### config.mk
export PLATFORM = sky130hd
export DESIGN_NAME = bgiou_div_cell
export DESIGN_NICKNAME = d
export VERILOG_FILES = /design/src/rtl/bgiou_pkg.sv /design/src/rtl/bgiou_div_cell.sv
export SDC_FILE = /design/constraint.sdc
export NUM_CORES = 1
export LEC_CHECK = 0
export ABC_AREA = 1
export BUFFER_PORTS_ARGS = -buffer_cell sky130_fd_sc_hd__buf_2
export CELL_PAD_IN_SITES_DETAIL_PLACEMENT = 1
export CELL_PAD_IN_SITES_GLOBAL_PLACEMENT = 2
export CORE_AREA = 2 2 213 215
export CTS_CLUSTER_SIZE = 24
export DETAILED_ROUTE_END_ITERATION = 10
export DIE_AREA = 0 0 215 217
export GPL_TIMING_DRIVEN = 0
export PLACE_DENSITY = 0.86
export SETUP_SLACK_MARGIN = 0.2
export SLEW_MARGIN = 40
export SYNTH_ARGS = -nofsm -noshare
export SYNTH_HDL_FRONTEND = slang
export SYNTH_SLANG_ARGS = --single-unit
### constraint.sdc
create_clock -name clk -period 5.23 [get_ports clk]
set_input_delay 0.7845 -clock clk [delete_from_list [all_inputs] [get_ports clk]]
set_output_delay 0.7845 -clock clk [all_outputs]
set_load 0.01 [all_outputs]
### src/rtl/bgiou_pkg.sv
package bgiou_pkg;

  typedef struct packed {
    logic valid;
    logic empty;
  } ctl_t;

endpackage

### src/rtl/bgiou_div_cell.sv
module bgiou_div_cell
  import bgiou_pkg::*;
#(
  parameter int DW = 34,
  parameter int QW = 17
) (
  input  logic          clk,
  input  logic          rst_n,
  input  ctl_t          in_ctl,
  input  logic [DW-1:0] in_rem_iou,
  input  logic [DW-1:0] in_den_iou,
  input  logic [QW-1:0] in_q_iou,
  input  logic [DW-1:0] in_rem_pen,
  input  logic [DW-1:0] in_den_pen,
  input  logic [QW-1:0] in_q_pen,
  output logic          ready,
  input  logic          take,
  output ctl_t          out_ctl,
  output logic [DW-1:0] out_rem_iou,
  output logic [DW-1:0] out_den_iou,
  output logic [QW-1:0] out_q_iou,
  output logic [DW-1:0] out_rem_pen,
  output logic [DW-1:0] out_den_pen,
  output logic [QW-1:0] out_q_pen
);

  logic          valid_r, empty_r;
  logic [DW-1:0] rem_iou_r, den_iou_r, rem_pen_r, den_pen_r;
  logic [QW-1:0] q_iou_r, q_pen_r;
  logic [DW:0]   sh_iou, sh_pen, df_iou, df_pen;
  logic          ge_iou, ge_pen;

  assign ready = !valid_r || take;

  // one restoring step per lane
  always_comb begin
    sh_iou = {in_rem_iou, 1'b0};
    sh_pen = {in_rem_pen, 1'b0};
    df_iou = sh_iou - {1'b0, in_den_iou};
    df_pen = sh_pen - {1'b0, in_den_pen};
    ge_iou = (sh_iou >= {1'b0, in_den_iou});
    ge_pen = (sh_pen >= {1'b0, in_den_pen});
  end

  always_ff @(posedge clk) begin
    if (!rst_n) begin
      valid_r <= 1'b0;
    end else if (ready) begin
      valid_r <= in_ctl.valid;
    end
  end

  always_ff @(posedge clk) begin
    if (ready) begin
      empty_r   <= in_ctl.empty;
      rem_iou_r <= ge_iou ? df_iou[DW-1:0] : sh_iou[DW-1:0];
      rem_pen_r <= ge_pen ? df_pen[DW-1:0] : sh_pen[DW-1:0];
      den_iou_r <= in_den_iou;
      den_pen_r <= in_den_pen;
      q_iou_r   <= {in_q_iou[QW-2:0], ge_iou};
      q_pen_r   <= {in_q_pen[QW-2:0], ge_pen};
    end
  end

  assign out_ctl.valid = valid_r;
  assign out_ctl.empty = empty_r;
  assign out_rem_iou   = rem_iou_r;
  assign out_den_iou   = den_iou_r;
  assign out_q_iou     = q_iou_r;
  assign out_rem_pen   = rem_pen_r;
  assign out_den_pen   = den_pen_r;
  assign out_q_pen     = q_pen_r;

endmodule

After elaboration in Yosys (flattened, before gate mapping)
Cells that the tools add are included.
{ "totals": {"memories": 0, "wordCells": 18, "ramBits": 0, "latchBits": 0, "output_inout_bits": 173, "in_bits": 175, "romBits": 0, "ff_bits": 172} }
{ "op_classes": {"eq_ne": 0, "multipliers": 0, "add_sub_neg": 2, "reduce_logical": 2, "n_mux": 2, "n_bitwise": 0, "n_div": 0, "shift": 0, "order_cmp": 2} }
{ "op_table": {"columns": ["op", "count"], "rows": [
  ["$ge 35x34->1", 2],
  ["$mux 34", 2],
  ["$sub 34x34->34", 2],
  ["$logic_not 1->1", 1],
  ["$logic_or 1x1->1", 1]
]} }

Logic depth before layout (Yosys ltp)
{ "depth": {"ltp_word": 2, "depth_mapped": 16, "ltp_nobuf": 15} }

Worst setup path before layout
Ideal clock, no wire load.
{ "synth_path": {"path_kind": "input -> output", "from": "input take", "to": "output ready", "required_ps": 4445, "slack_ps": -43, "arrival_ps": 4489, "cell_stages": 2, "path_cell_list": "inv_1 > nand2_1"} }
{ "synth_between": {"elab_chain_cells": 1} }
{ "synth_lines": {"columns": ["element", "line_no", "source"], "rows": [
  ["from (decl)", "bgiou_div_cell.sv:17", "input logic take,"],
  ["$logic_or 1x1->1", "bgiou_div_cell.sv:33", "assign ready = !valid_r || take;"],
  ["to (decl)", "bgiou_div_cell.sv:16", "output logic ready,"]
]} }
No other way between the ends.

Worst setup path in the final report
Same ends and word-level chain as after synthesis.

==> out/results.ini <==
[timing]
skew_ns = 0.00946
rsz0062_at_grt = no
fin_tns_setup_ns = 0
slew_violations = 0
worstMarginPinSlew_ns = 0.890
slew_headroom_pct = 40.0
fin_crit_ns = 2.99
setup_viol = 0
fmax_mhz = 335
timing.final.crit_share_pct = 57.1
hold_viol_final = 0
whs_ns = 0.470

[yosys]
syn_inst = 1464
ys_top_cells_by_area = edfxtp_1 (45%), nand2_1 (18%), inv_1 (8.8%), ha_1 (7.5%), nor2_1 (3.5%)
synth_edf_count = 171
syn_area_per_cell_sq_um = 7.80
synth_common_cells = nand2_1 (547), inv_1 (269), edfxtp_1 (171)
synth_warnings = 0
synth_most_common_cell = nand2_1
synth_ff_type = edfxtp_1
synth_cell_types = 35
ys_ff_latch = 172
synth_area_leader_cell = edfxtp_1
yosysSeqAreaShare_pct = 45.1
ys_async_sr_fraction_pct = 0
syn_area_sq_mm = 0.0114
synth_nets = 1709
synth_top_area_share_pct = 45.0

[die]
initial_core_util_pct = 25.5
dieArea_sq_mm = 0.0467
die_w_um = 215
design.portCount = 348
rows = 78
core-area_sq_mm = 0.0447
fp.dieH_um = 217

[global_routing]
grt_overflow_total = 0
grt_max_degree = 63
grt_usage_pct = 17.3
grt_pass1_wl_mm = 61.1
grt_pass1_vias = 11200
grt_antenna_before_repair = 1

[pwr]
pwr-share-comb_pct = 27.3
powerDensity_mw_per_mm2 = 289
leakage_nw = 7.72
fin_total_pwr_mw = 4.21
p_sw_mw = 1.40
pwr-share-clk_pct = 31.0
power_frac_seq_pct = 41.6
internal-power_mw = 2.81
switching_share_pct = 33.2
ir_worst_vdd_mv = 0.217

[setup_path]
cpPeakStageDelay_ns = 0.35
required_ns = 4.45
cp_cell_sequence = buf_2, inv_1, nand2_8, buf_16, buf_16, buf_2
path_buf_inv = 5
cp-start-kind = input port
critPathKind = in -> out
cp.depth = 6
timing.rr.end = out_rem_pen[24]
r2r_start = valid_r
r2r_slack_ns = 3.44
cp.arrival_ns = 2.20
cp-end-kind = output pin
cp_max_fo = 62
reg2regPathDepth = 3
cp_top_family = buffers and inverters
crit_slowest_cell = nand2_8

[hold_path]
holdPathEnd = out_q_iou[3]
hp-start = in_q_iou[2]
hold_path.class = in -> reg
holdPathStages = 1

[route]
routed-wl-met2_mm = 21.1
drt_iter0_drc = 355
route.met3.wl_mm = 1.69
dr.max_layer_used = met4
wl_per_cell_um = 16.2
vias_per_cell = 4.27
dr.pass1.iters = 4
totalWireLength_mm = 39.6
m1WireLength_mm = 15.5
vias = 10400
ant_nets = 0
drcViolationCount = 0

[clocking]
cts_setup_buffers = 0
cts_tree = done
cts.clk_slew.worst_paths_ns = 0.07
clockBufferDepth = 2
htreeDepth = 4
postCtsHoldBufs = 0
cts-root-buf = clkbuf_16
cts.sinks = 172
cts_resized = 0
clock_latency_ns = 0.48
cts_made_buffers = 17

[final_layout]
fin_util_pct = 32.6
area_growth_syn_to_layout_pct = 27.5
seq_area_sq_mm = 0.00515
drive_gt1_share_pct = 24.9
multi_input_area_sq_mm = 0.00507
fillCellCount = 5614
final_nets = 2075

[place]
gp_congestion = 0.875
dp_hpwl_mm = 33.4
portBuffers = 345

[job]
cap_violations = 0

[outcome]
status = complete, no violations

==> kinds of logic after synthesis <==
logic type	after synthesis	synth area share, %
AOI/OAI and AO/OA	89	4.11
xor gates and xnor gates	36	2.76
adders and majority gates	70	7.80
buffers and inverters	290	10.6
DFF	172	45.1
and+or+nand+nor	807	29.6
==> through the flow <==
step / setup slack (ns) / area, sq um / instances
final: 2.24 / 14600 / 2444
after CTS: 2.17 / 14600 / 2443
after floorplan: 1.56 / 11400 / 1464
after global routing: 2.10 / 14600 / 2443
after global placement: 0.103 / 13900 / 2409
after detailed placement: 1.94 / 14000 / 2411
==> registers in the layout, indices dropped and copies added, names as in the netlist <==
signal / cells
out_rem_pen: 34
out_rem_iou: 34
out_q_iou: 17
out_den_iou: 34
empty_r: 1
valid_r: 1
out_den_pen: 34
out_q_pen: 17
==> power by group through the flow <==
| stage | clock network, mW | registers [mW] | logic (mW) |
|---|---|---|---|
| after global placement | 0 | 1.79 | 1.15 |
| after global routing | 1.40 | 1.77 | 1.29 |
| after detailed placement | 0 | 1.78 | 1.17 |
| after floorplan | 0 | 1.88 | 0.590 |
| after CTS | 1.36 | 1.76 | 1.18 |
| final | 1.31 | 1.75 | 1.15 |
==> cell type report <==
class                           count  share of cell area (%)
Tap cell                          600                    5.16
Antenna cell                        1                  0.0172
Timing Repair Buffer              347                    12.2
Sequential cell                   172                    35.4
Multi-Input combinational cell   1002                    34.8
Clock inverter                     14                    1.02
Clock buffer                       18                    3.02
Buffer                             14                    1.13
Inverter                          276                    7.18
==> routing by layer <==
layer | up-vias | track usage [%]
met5 | - | 0
met4 | 0 | 7.10
met3 | 50 | 4.03
met2 | 225 | 33.0
met1 | 4853 | 18.1
li1 | 5319 | -
==> worst max path at each step <==
stage	startpoint	endpoint
floorplan	take	ready
CTS	take	ready
detailed placement	in_den_iou[2]	out_rem_iou[29]
global placement	take	ready
global route	take	ready
finish	take	ready
==> cells in the final DEF (no fill, tap or decap), types with 2 or more instances in the layout <==
| cell | synthesis | layout |
|---|---|---|
| nand2_1 | 547 | 546 |
| buf_2 | 0 | 345 |
| inv_1 | 269 | 269 |
| edfxtp_1 | 171 | 171 |
| nor2_1 | 108 | 108 |
| ha_1 | 68 | 68 |
| nand3_1 | 67 | 67 |
| a21oi_1 | 55 | 55 |
| nand2_2 | 39 | 39 |
| xor2_1 | 31 | 31 |
| o21ai_0 | 26 | 25 |
| clkbuf_16 | 0 | 17 |
| nand3b_1 | 11 | 11 |
| nor3_1 | 10 | 10 |
| nand4_1 | 8 | 8 |
| inv_6 | 0 | 8 |
| buf_6 | 6 | 6 |
| nor2_2 | 5 | 5 |
| inv_2 | 5 | 5 |
| buf_4 | 5 | 5 |
| xnor2_1 | 5 | 5 |
| a21oi_2 | 3 | 3 |
| o21bai_1 | 3 | 3 |
| buf_12 | 3 | 3 |
| nand2_8 | 1 | 2 |
| nand3_2 | 2 | 2 |
| or2_2 | 2 | 2 |
| nand2_4 | 2 | 2 |
| nor2_4 | 2 | 2 |
| inv_8 | 1 | 2 |
| fa_1 | 2 | 2 |
| buf_16 | 0 | 2 |
Note: power is estimated with default switching activity, not from simulation.
