===== src/rtl/bgiou_pkg.sv =====
package bgiou_pkg;

  typedef struct packed {
    logic valid;
    logic empty;
  } ctl_t;

endpackage


===== src/rtl/bgiou_front.sv =====
module bgiou_front
  import bgiou_pkg::*;
#(
  parameter int COORD_BITS = 16
) (
  input  logic                      clk,
  input  logic                      rst_n,
  input  logic                      in_load,
  input  logic [COORD_BITS-1:0]     first_x,
  input  logic [COORD_BITS-1:0]     first_y,
  input  logic [COORD_BITS-1:0]     first_width,
  input  logic [COORD_BITS-1:0]     first_height,
  input  logic [COORD_BITS-1:0]     second_x,
  input  logic [COORD_BITS-1:0]     second_y,
  input  logic [COORD_BITS-1:0]     second_width,
  input  logic [COORD_BITS-1:0]     second_height,
  output logic                      ready,
  input  logic                      take,
  output ctl_t                      out_ctl,
  output logic [2*COORD_BITS+1:0]   out_rem_iou,
  output logic [2*COORD_BITS+1:0]   out_den_iou,
  output logic                      out_q_iou,
  output logic [2*COORD_BITS+1:0]   out_rem_pen,
  output logic [2*COORD_BITS+1:0]   out_den_pen,
  output logic                      out_q_pen
);

  localparam int C  = COORD_BITS;
  localparam int EW = COORD_BITS + 1;
  localparam int DW = 2 * COORD_BITS + 2;

  logic [5:1] v_r;
  logic [6:1] en;

  // stage 1: edges
  logic [C-1:0]  ax0_r, ay0_r, bx0_r, by0_r, aw_r, ah_r, bw_r, bh_r;
  logic [EW-1:0] ax1_r, ay1_r, bx1_r, by1_r;
  // stage 2: overlap and hull sides
  logic [C-1:0]  iw_r, ih_r, aw2_r, ah2_r, bw2_r, bh2_r;
  logic [EW-1:0] hw_r, hh_r;
  logic [EW-1:0] ix0, ix1, iy0, iy1, hx0, hx1, hy0, hy1;
  logic [C-1:0]  iw_nxt, ih_nxt;
  // stage 3: areas
  logic [2*C-1:0] inter_r, area_a_r, area_b_r;
  logic [DW-1:0]  hull_r;
  // stage 4: union and hull gap
  logic [DW-1:0]  inter4_r, uni_r, gap_r, hull4_r;
  logic           empty4_r;
  logic [DW-1:0]  uni_nxt;
  // stage 5: leading quotient bit
  logic [DW-1:0]  rem_iou_r, den_iou_r, rem_pen_r, den_pen_r;
  logic           q_iou_r, q_pen_r, empty5_r;
  logic           ge_iou, ge_pen;

  always_comb begin
    en[6] = take;
    for (int k = 5; k >= 1; k--) begin
      en[k] = !v_r[k] || en[k+1];
    end
  end

  assign ready = en[1];

  always_ff @(posedge clk) begin
    if (!rst_n) begin
      v_r <= '0;
    end else begin
      if (en[1]) v_r[1] <= in_load;
      for (int k = 2; k <= 5; k++) begin
        if (en[k]) v_r[k] <= v_r[k-1];
      end
    end
  end

  always_ff @(posedge clk) begin
    if (en[1]) begin
      ax0_r <= first_x;
      ay0_r <= first_y;
      bx0_r <= second_x;
      by0_r <= second_y;
      aw_r  <= first_width;
      ah_r  <= first_height;
      bw_r  <= second_width;
      bh_r  <= second_height;
      ax1_r <= {1'b0, first_x} + {1'b0, first_width};
      ay1_r <= {1'b0, first_y} + {1'b0, first_height};
      bx1_r <= {1'b0, second_x} + {1'b0, second_width};
      by1_r <= {1'b0, second_y} + {1'b0, second_height};
    end
  end

  always_comb begin
    ix0 = (ax0_r > bx0_r) ? {1'b0, ax0_r} : {1'b0, bx0_r};
    iy0 = (ay0_r > by0_r) ? {1'b0, ay0_r} : {1'b0, by0_r};
    ix1 = (ax1_r < bx1_r) ? ax1_r : bx1_r;
    iy1 = (ay1_r < by1_r) ? ay1_r : by1_r;
    hx0 = (ax0_r < bx0_r) ? {1'b0, ax0_r} : {1'b0, bx0_r};
    hy0 = (ay0_r < by0_r) ? {1'b0, ay0_r} : {1'b0, by0_r};
    hx1 = (ax1_r > bx1_r) ? ax1_r : bx1_r;
    hy1 = (ay1_r > by1_r) ? ay1_r : by1_r;
    iw_nxt = (ix1 > ix0) ? C'(ix1 - ix0) : '0;
    ih_nxt = (iy1 > iy0) ? C'(iy1 - iy0) : '0;
  end

  always_ff @(posedge clk) begin
    if (en[2]) begin
      iw_r  <= iw_nxt;
      ih_r  <= ih_nxt;
      hw_r  <= hx1 - hx0 + EW'(1);
      hh_r  <= hy1 - hy0 + EW'(1);
      aw2_r <= aw_r;
      ah2_r <= ah_r;
      bw2_r <= bw_r;
      bh2_r <= bh_r;
    end
  end

  always_ff @(posedge clk) begin
    if (en[3]) begin
      inter_r  <= iw_r * ih_r;
      area_a_r <= aw2_r * ah2_r;
      area_b_r <= bw2_r * bh2_r;
      hull_r   <= hw_r * hh_r;
    end
  end

  assign uni_nxt = DW'(area_a_r) + DW'(area_b_r) - DW'(inter_r);

  always_ff @(posedge clk) begin
    if (en[4]) begin
      inter4_r <= DW'(inter_r);
      uni_r    <= uni_nxt;
      gap_r    <= hull_r - uni_nxt;
      hull4_r  <= hull_r;
      empty4_r <= (uni_nxt == '0);
    end
  end

  assign ge_iou = (inter4_r >= uni_r);
  assign ge_pen = (gap_r >= hull4_r);

  always_ff @(posedge clk) begin
    if (en[5]) begin
      rem_iou_r <= ge_iou ? inter4_r - uni_r : inter4_r;
      den_iou_r <= uni_r;
      q_iou_r   <= ge_iou;
      rem_pen_r <= ge_pen ? gap_r - hull4_r : gap_r;
      den_pen_r <= hull4_r;
      q_pen_r   <= ge_pen;
      empty5_r  <= empty4_r;
    end
  end

  assign out_ctl.valid = v_r[5];
  assign out_ctl.empty = empty5_r;
  assign out_rem_iou   = rem_iou_r;
  assign out_den_iou   = den_iou_r;
  assign out_q_iou     = q_iou_r;
  assign out_rem_pen   = rem_pen_r;
  assign out_den_pen   = den_pen_r;
  assign out_q_pen     = q_pen_r;

endmodule


===== config.mk =====
export PLATFORM = sky130hd
export DESIGN_NAME = bgiou_front
export DESIGN_NICKNAME = d
export VERILOG_FILES = /design/src/rtl/bgiou_pkg.sv /design/src/rtl/bgiou_front.sv
export SDC_FILE = /design/constraint.sdc
export NUM_CORES = 2
export LEC_CHECK = 0
export BUFFER_PORTS_ARGS = -buffer_cell sky130_fd_sc_hd__buf_2
export CORE_MARGIN = 5
export CORE_UTILIZATION = 36
export DETAILED_ROUTE_END_ITERATION = 10
export HOLD_SLACK_MARGIN = 0.06
export SYNTH_ARGS = -nofsm -noshare
export SYNTH_HDL_FRONTEND = slang
export SYNTH_SLANG_ARGS = --single-unit
export TNS_END_PERCENT = 10

===== constraint.sdc =====
create_clock -name clk -period 9.6 [get_ports clk]
set_input_delay 0.96 -clock clk [delete_from_list [all_inputs] [get_ports clk]]
set_output_delay 0.96 -clock clk [all_outputs]
set_load 0.005 [all_outputs]

== Word-level counts from Yosys, hierarchy flattened ==
Index checks and enable logic that the tools add are counted.

* Logic and storage cells: 94
* Flip-flop bits (word level): 735

* Reductions and logical operators: 11
* Add/sub/neg operators: 15
* Mux-type cells: 10
* Order comparisons: 12
* $mul: 4

{| class="wikitable"
|+ Operators with widths
! kind !! count
|-
| 16-bit by 16-bit multiplier with 32-bit output || 3
|-
| 16-bit by 16-bit adder with 17-bit output || 4
|-
| 17-bit 2-to-1 mux || 4
|-
| 34-bit subtractor || 2
|-
| 16-bit 2-to-1 mux || 4
|-
| 17-bit by 1-bit adder with 17-bit output (second input constant) || 2
|-
| 32-bit by 34-bit greater-or-equal comparator with 1-bit output || 1
|-
| 34-bit greater-or-equal comparator || 1
|-
| 17-bit by 16-bit greater-than comparator with 1-bit output || 2
|-
| 17-bit greater-than comparator || 2
|-
| 34-bit logical NOT || 1
|-
| 17-bit less-than comparator || 2
|-
| 17-bit by 17-bit multiplier with 34-bit output || 1
|-
| 34-bit 2-to-1 mux || 1
|-
| 17-bit by 16-bit subtractor with 17-bit output || 2
|-
| 32-bit by 34-bit subtractor with 34-bit output || 1
|-
| 33-bit by 32-bit subtractor with 34-bit output || 1
|-
| 32-bit by 32-bit adder with 33-bit output || 1
|-
| 16-bit greater-than comparator || 2
|-
| 16-bit less-than comparator || 2
|-
| 32-bit 2-to-1 mux || 1
|-
| 16-bit subtractor || 2
|-
| 1-bit logical NOT || 5
|-
| 1-bit logical OR || 5
|}

== Logic depth before layout (Yosys ltp) ==
* Depth in word-level cells: 6
* Gate-level depth with buffers: 30
* Gate-level depth less buffers: 29

== Least setup slack after synthesis ==
No wires, ideal clock.

* Path type: input-to-reg
* Start point: input take
* End point: register ah_r[0], enable pin
* Stages: 3
* Required time: 7528 ps
* Arrival time: 5827 ps
* Setup slack: 1701 ps
* Cell sequence: nor2b_1 and3_1 nand3_1

* Longest elaborated chain between the ends: 5

{| class="wikitable"
|+ RTL lines
! element !! line !! source
|-
| start: declaration || bgiou_front.sv:18 || <nowiki>input logic take,</nowiki>
|-
| 1-bit logical OR (5 in a row) || bgiou_front.sv:58 || <nowiki>en[k] = !v_r[k] || en[k+1];</nowiki>
|-
| named net ready || bgiou_front.sv:17 || <nowiki>output logic ready,</nowiki>
|-
| end signal: assignment || bgiou_front.sv:82 || <nowiki>ah_r <= first_height;</nowiki>
|-
| end: declaration || bgiou_front.sv:36 || <nowiki>logic [C-1:0] ax0_r, ay0_r, bx0_r, by0_r, aw_r, ah_r, bw_r, bh_r;</nowiki>
|}

The timed path passes the listed nets, and every way through them passes these cells.
A chain may end at the register's enable or synchronous reset.

== Worst setup path after layout ==
* Start point: register bw2_r[7]
* End point: register area_b_r[30] (data pin)

* Longest elaborated chain between the ends: 1

{| class="wikitable"
|+ RTL lines
! element !! line !! source
|-
| start: declaration || bgiou_front.sv:39 || <nowiki>logic [C-1:0] iw_r, ih_r, aw2_r, ah2_r, bw2_r, bh2_r;</nowiki>
|-
| start signal: assignment || bgiou_front.sv:113 || <nowiki>bw2_r <= bw_r;</nowiki>
|-
| 16-bit by 16-bit multiplier with 32-bit output || bgiou_front.sv:122 || <nowiki>area_b_r <= bw2_r * bh2_r;</nowiki>
|-
| end signal: assignment || bgiou_front.sv:122 ||
|-
| end: declaration || bgiou_front.sv:44 || <nowiki>logic [2*C-1:0] inter_r, area_a_r, area_b_r;</nowiki>
|}

No other way between the ends.

==> impl_metrics.json <==
{
  "utilization": 0.396,
  "cts_setup_buffers": 0,
  "end_kind": "register",
  "overflow": 0,
  "final_nets": 9176,
  "die_h_um": 463,
  "synth_fp_nets": 8962,
  "status": "completed",
  "gp_congestion": 0.923,
  "synth_top_area_cell": "edfxtp_1",
  "cts-root-buf": "clkbuf_16",
  "grt_pass1_wl_um": 321000,
  "synth_edf_count": 730,
  "crit_arrival_ns": 7.78,
  "core_area_sq_um": 204000,
  "synth_area_sq_um": 73800,
  "pin_count": 273,
  "dieWidth_um": 463,
  "postCtsHoldBufs": 0,
  "setup_viol": 0,
  "clkTransAtPathRegs_ns": 0.06,
  "cts_buffer_depth": 3,
  "die-area_sq_um": 214000,
  "avgSynthCellArea_sq_um": 10.2,
  "clkSinkCount": 735,
  "dr.pass1.iters": 6,
  "port-buffer-count": 272,
  "num_vias": 50800,
  "fin_setup_tns_ns": 0,
  "synth.distinct_cells": 86,
  "synth_area_leaders": "edfxtp_1, fa_1, ha_1",
  "dr_wl_met2_um": 89600,
  "critPathRequiredTime_ns": 10.04,
  "h-tree-depth": 3,
  "avgRoutedWirePerCell_um": 20.4,
  "grt_max_degree": 75,
  "hold_ws_ns": 0.418,
  "worstSetupPathType": "register to register",
  "ys_seq_elements": 735,
  "yosysWarnings": 0,
  "drv_slew": 0,
  "synthFlopType": "edfxtp_1",
  "syn2layout_area_growth_pct": 9.78,
  "hold_viol": 0,
  "rsz0062_at_grt": "no",
  "cts_tree": "yes",
  "hold_path_class": "register to register",
  "postCtsResizedCells": 0,
  "skew_ns": 0.0534,
  "ant_nets": 0,
  "rows": 166,
  "clkLatencyLatePin_ns": 0.75,
  "drc": 0,
  "finalCritPeriodShare": 0.765,
  "viasPerCell": 4.98,
  "slew_headroom": 0.220,
  "ys_async_sr_fraction": 0,
  "grt_pass1_vias": 52000,
  "antenna_found_initial": 11,
  "met1Wirelength_um": 99700,
  "synthCells": 7205,
  "yosys.area.top_type_share": 0.297,
  "drive_gt1_frac": 0.0734,
  "max_freq_ghz": 0.136,
  "cp-start-kind": "register",
  "start_util": 0.361,
  "wl_met3_um": 13200,
  "period_needed_ns": 7.34,
  "cts_buffers": 86,
  "dpl-instance-area_sq_um": 78100,
  "top_layer_used": "met4",
  "drv_cap": 0,
  "wl_um": 208000,
  "fin_area_sq_um": 81000,
  "grt_util_all_layers": 0.194,
  "dp_hpwl_um": 171000,
  "rrSetupSlack_ns": 2.26,
  "drt_iter0_markers": 3585,
  "worst_slew_pin_slew_ns": 1.14,
  "worstPathMaxFanout": 16,
  "ys_seq_area_frac": 0.298
}
worst paths after layout:
path,start,to,cells past startpoint
max,bw2_r[7]$_DFFE_PP_,area_b_r[30]$_DFFE_PP_,20
min,aw_r[9]$_DFFE_PP_,aw2_r[9]$_DFFE_PP_,0
max reg2reg,bw2_r[7]$_DFFE_PP_,area_b_r[30]$_DFFE_PP_,20
min reg2reg,aw_r[9]$_DFFE_PP_,aw2_r[9]$_DFFE_PP_,0
logic make-up after synthesis:
kind of cell / Yosys count / synth area share
mux: 96 / 0.0139
xor+xnor: 302 / 0.0359
buf+inv: 1528 / 0.0782
fa+ha+maj: 1625 / 0.362
compound gates: 988 / 0.0844
simple gates: 1931 / 0.127
flops: 735 / 0.298
worst max-delay path, cell delays in order (launching register included):
cell and delay, ns:
edfxtp_1 0.67, and2_1 0.28, fa_1 0.53, inv_1 0.06
fa_1 0.45, fa_1 0.50, fa_1 0.55, inv_1 0.05
fa_1 0.50, fa_1 0.41, ha_1 0.35, nand3_1 0.15
nor3_1 0.16, a21oi_1 0.12, a2111oi_0 0.98, nor4_1 0.13
o31ai_1 0.38, a21oi_1 0.16, o21ai_0 0.28, a41oi_1 0.18
xnor2_1 0.15
per-layer routing:
layer  vias to the layer above  global-route usage
met5                         -                   0
met4                         0              0.0512
met3                       235              0.0353
met2                      1601               0.293
met1                     25000               0.286
li1                      23900                   -
synth_stat cells (14+ instances only):
cell type	number
inv_1	1350
fa_1	849
nand2_1	792
ha_1	776
edfxtp_1	730
and2_1	515
a21oi_1	297
o21ai_0	254
nor2_1	244
xnor2_1	226
clkbuf_1	165
a21o_1	137
xor2_1	75
nor3_1	72
nor2b_1	63
nand3_1	61
mux2_2	50
mux2i_1	46
nand2b_1	42
nand4_1	37
o21a_1	37
o21bai_1	37
a31oi_1	36
a21boi_0	32
and3_1	26
o31ai_1	20
or3_1	18
a211oi_1	16
or2_2	14
state kept, by name, summed over array words and instances, names as in the netlist, 32 cells and up:
name	flops
out_den_pen	34
out_rem_pen	34
area_a_r	32
area_b_r	32
hull4_r	34
gap_r	34
out_rem_iou	34
inter4_r	32
uni_r	34
out_den_iou	34
inter_r	32
hull_r	34
cell usage in the layout, fill, tap and decap left out, types with 35 or more instances in the layout:
cell type  Yosys  layout
xor2_1        75      75
fa_1         849     849
and2_1       515     515
mux2i_1       46      46
a21oi_1      297     294
mux2_2        50      50
o21a_1        37      37
inv_1       1350    1348
a31oi_1       36      35
xnor2_1      226     226
nand2b_1      42      42
a21o_1       137     137
nor2b_1       63      63
nand2_1      792     790
nand4_1       37      37
nand3_1       61      60
o21bai_1      37      37
nor3_1        72      72
nor2_1       244     244
buf_2          6     272
clkbuf_16      0      86
o21ai_0      254     254
ha_1         776     776
edfxtp_1     730     730
area by class of cell:
type | count | area, sq um
fillers | 20100 | 123000
diodes | 8 | 20.0
clock inverters | 56 | 632
flip-flops and latches | 735 | 22000
clock buffers | 104 | 2240
repair buffers | 304 | 1600
multi-input cells | 4942 | 46100
well taps | 2688 | 3360
inverters | 1350 | 5070
per-stage QoR:
step           cells  worst slack (ns)
6_report       10200              2.26
5_1_grt        10200              1.82
4_1_cts        10200              2.30
3_5_place_dp   10000              2.36
3_3_place_gp   10000              2.50
2_1_floorplan   7205              1.70
Power is left out: the tool's default activity adds up to more than one toggle a clock period on the data nets, which glitch-free logic cannot reach.
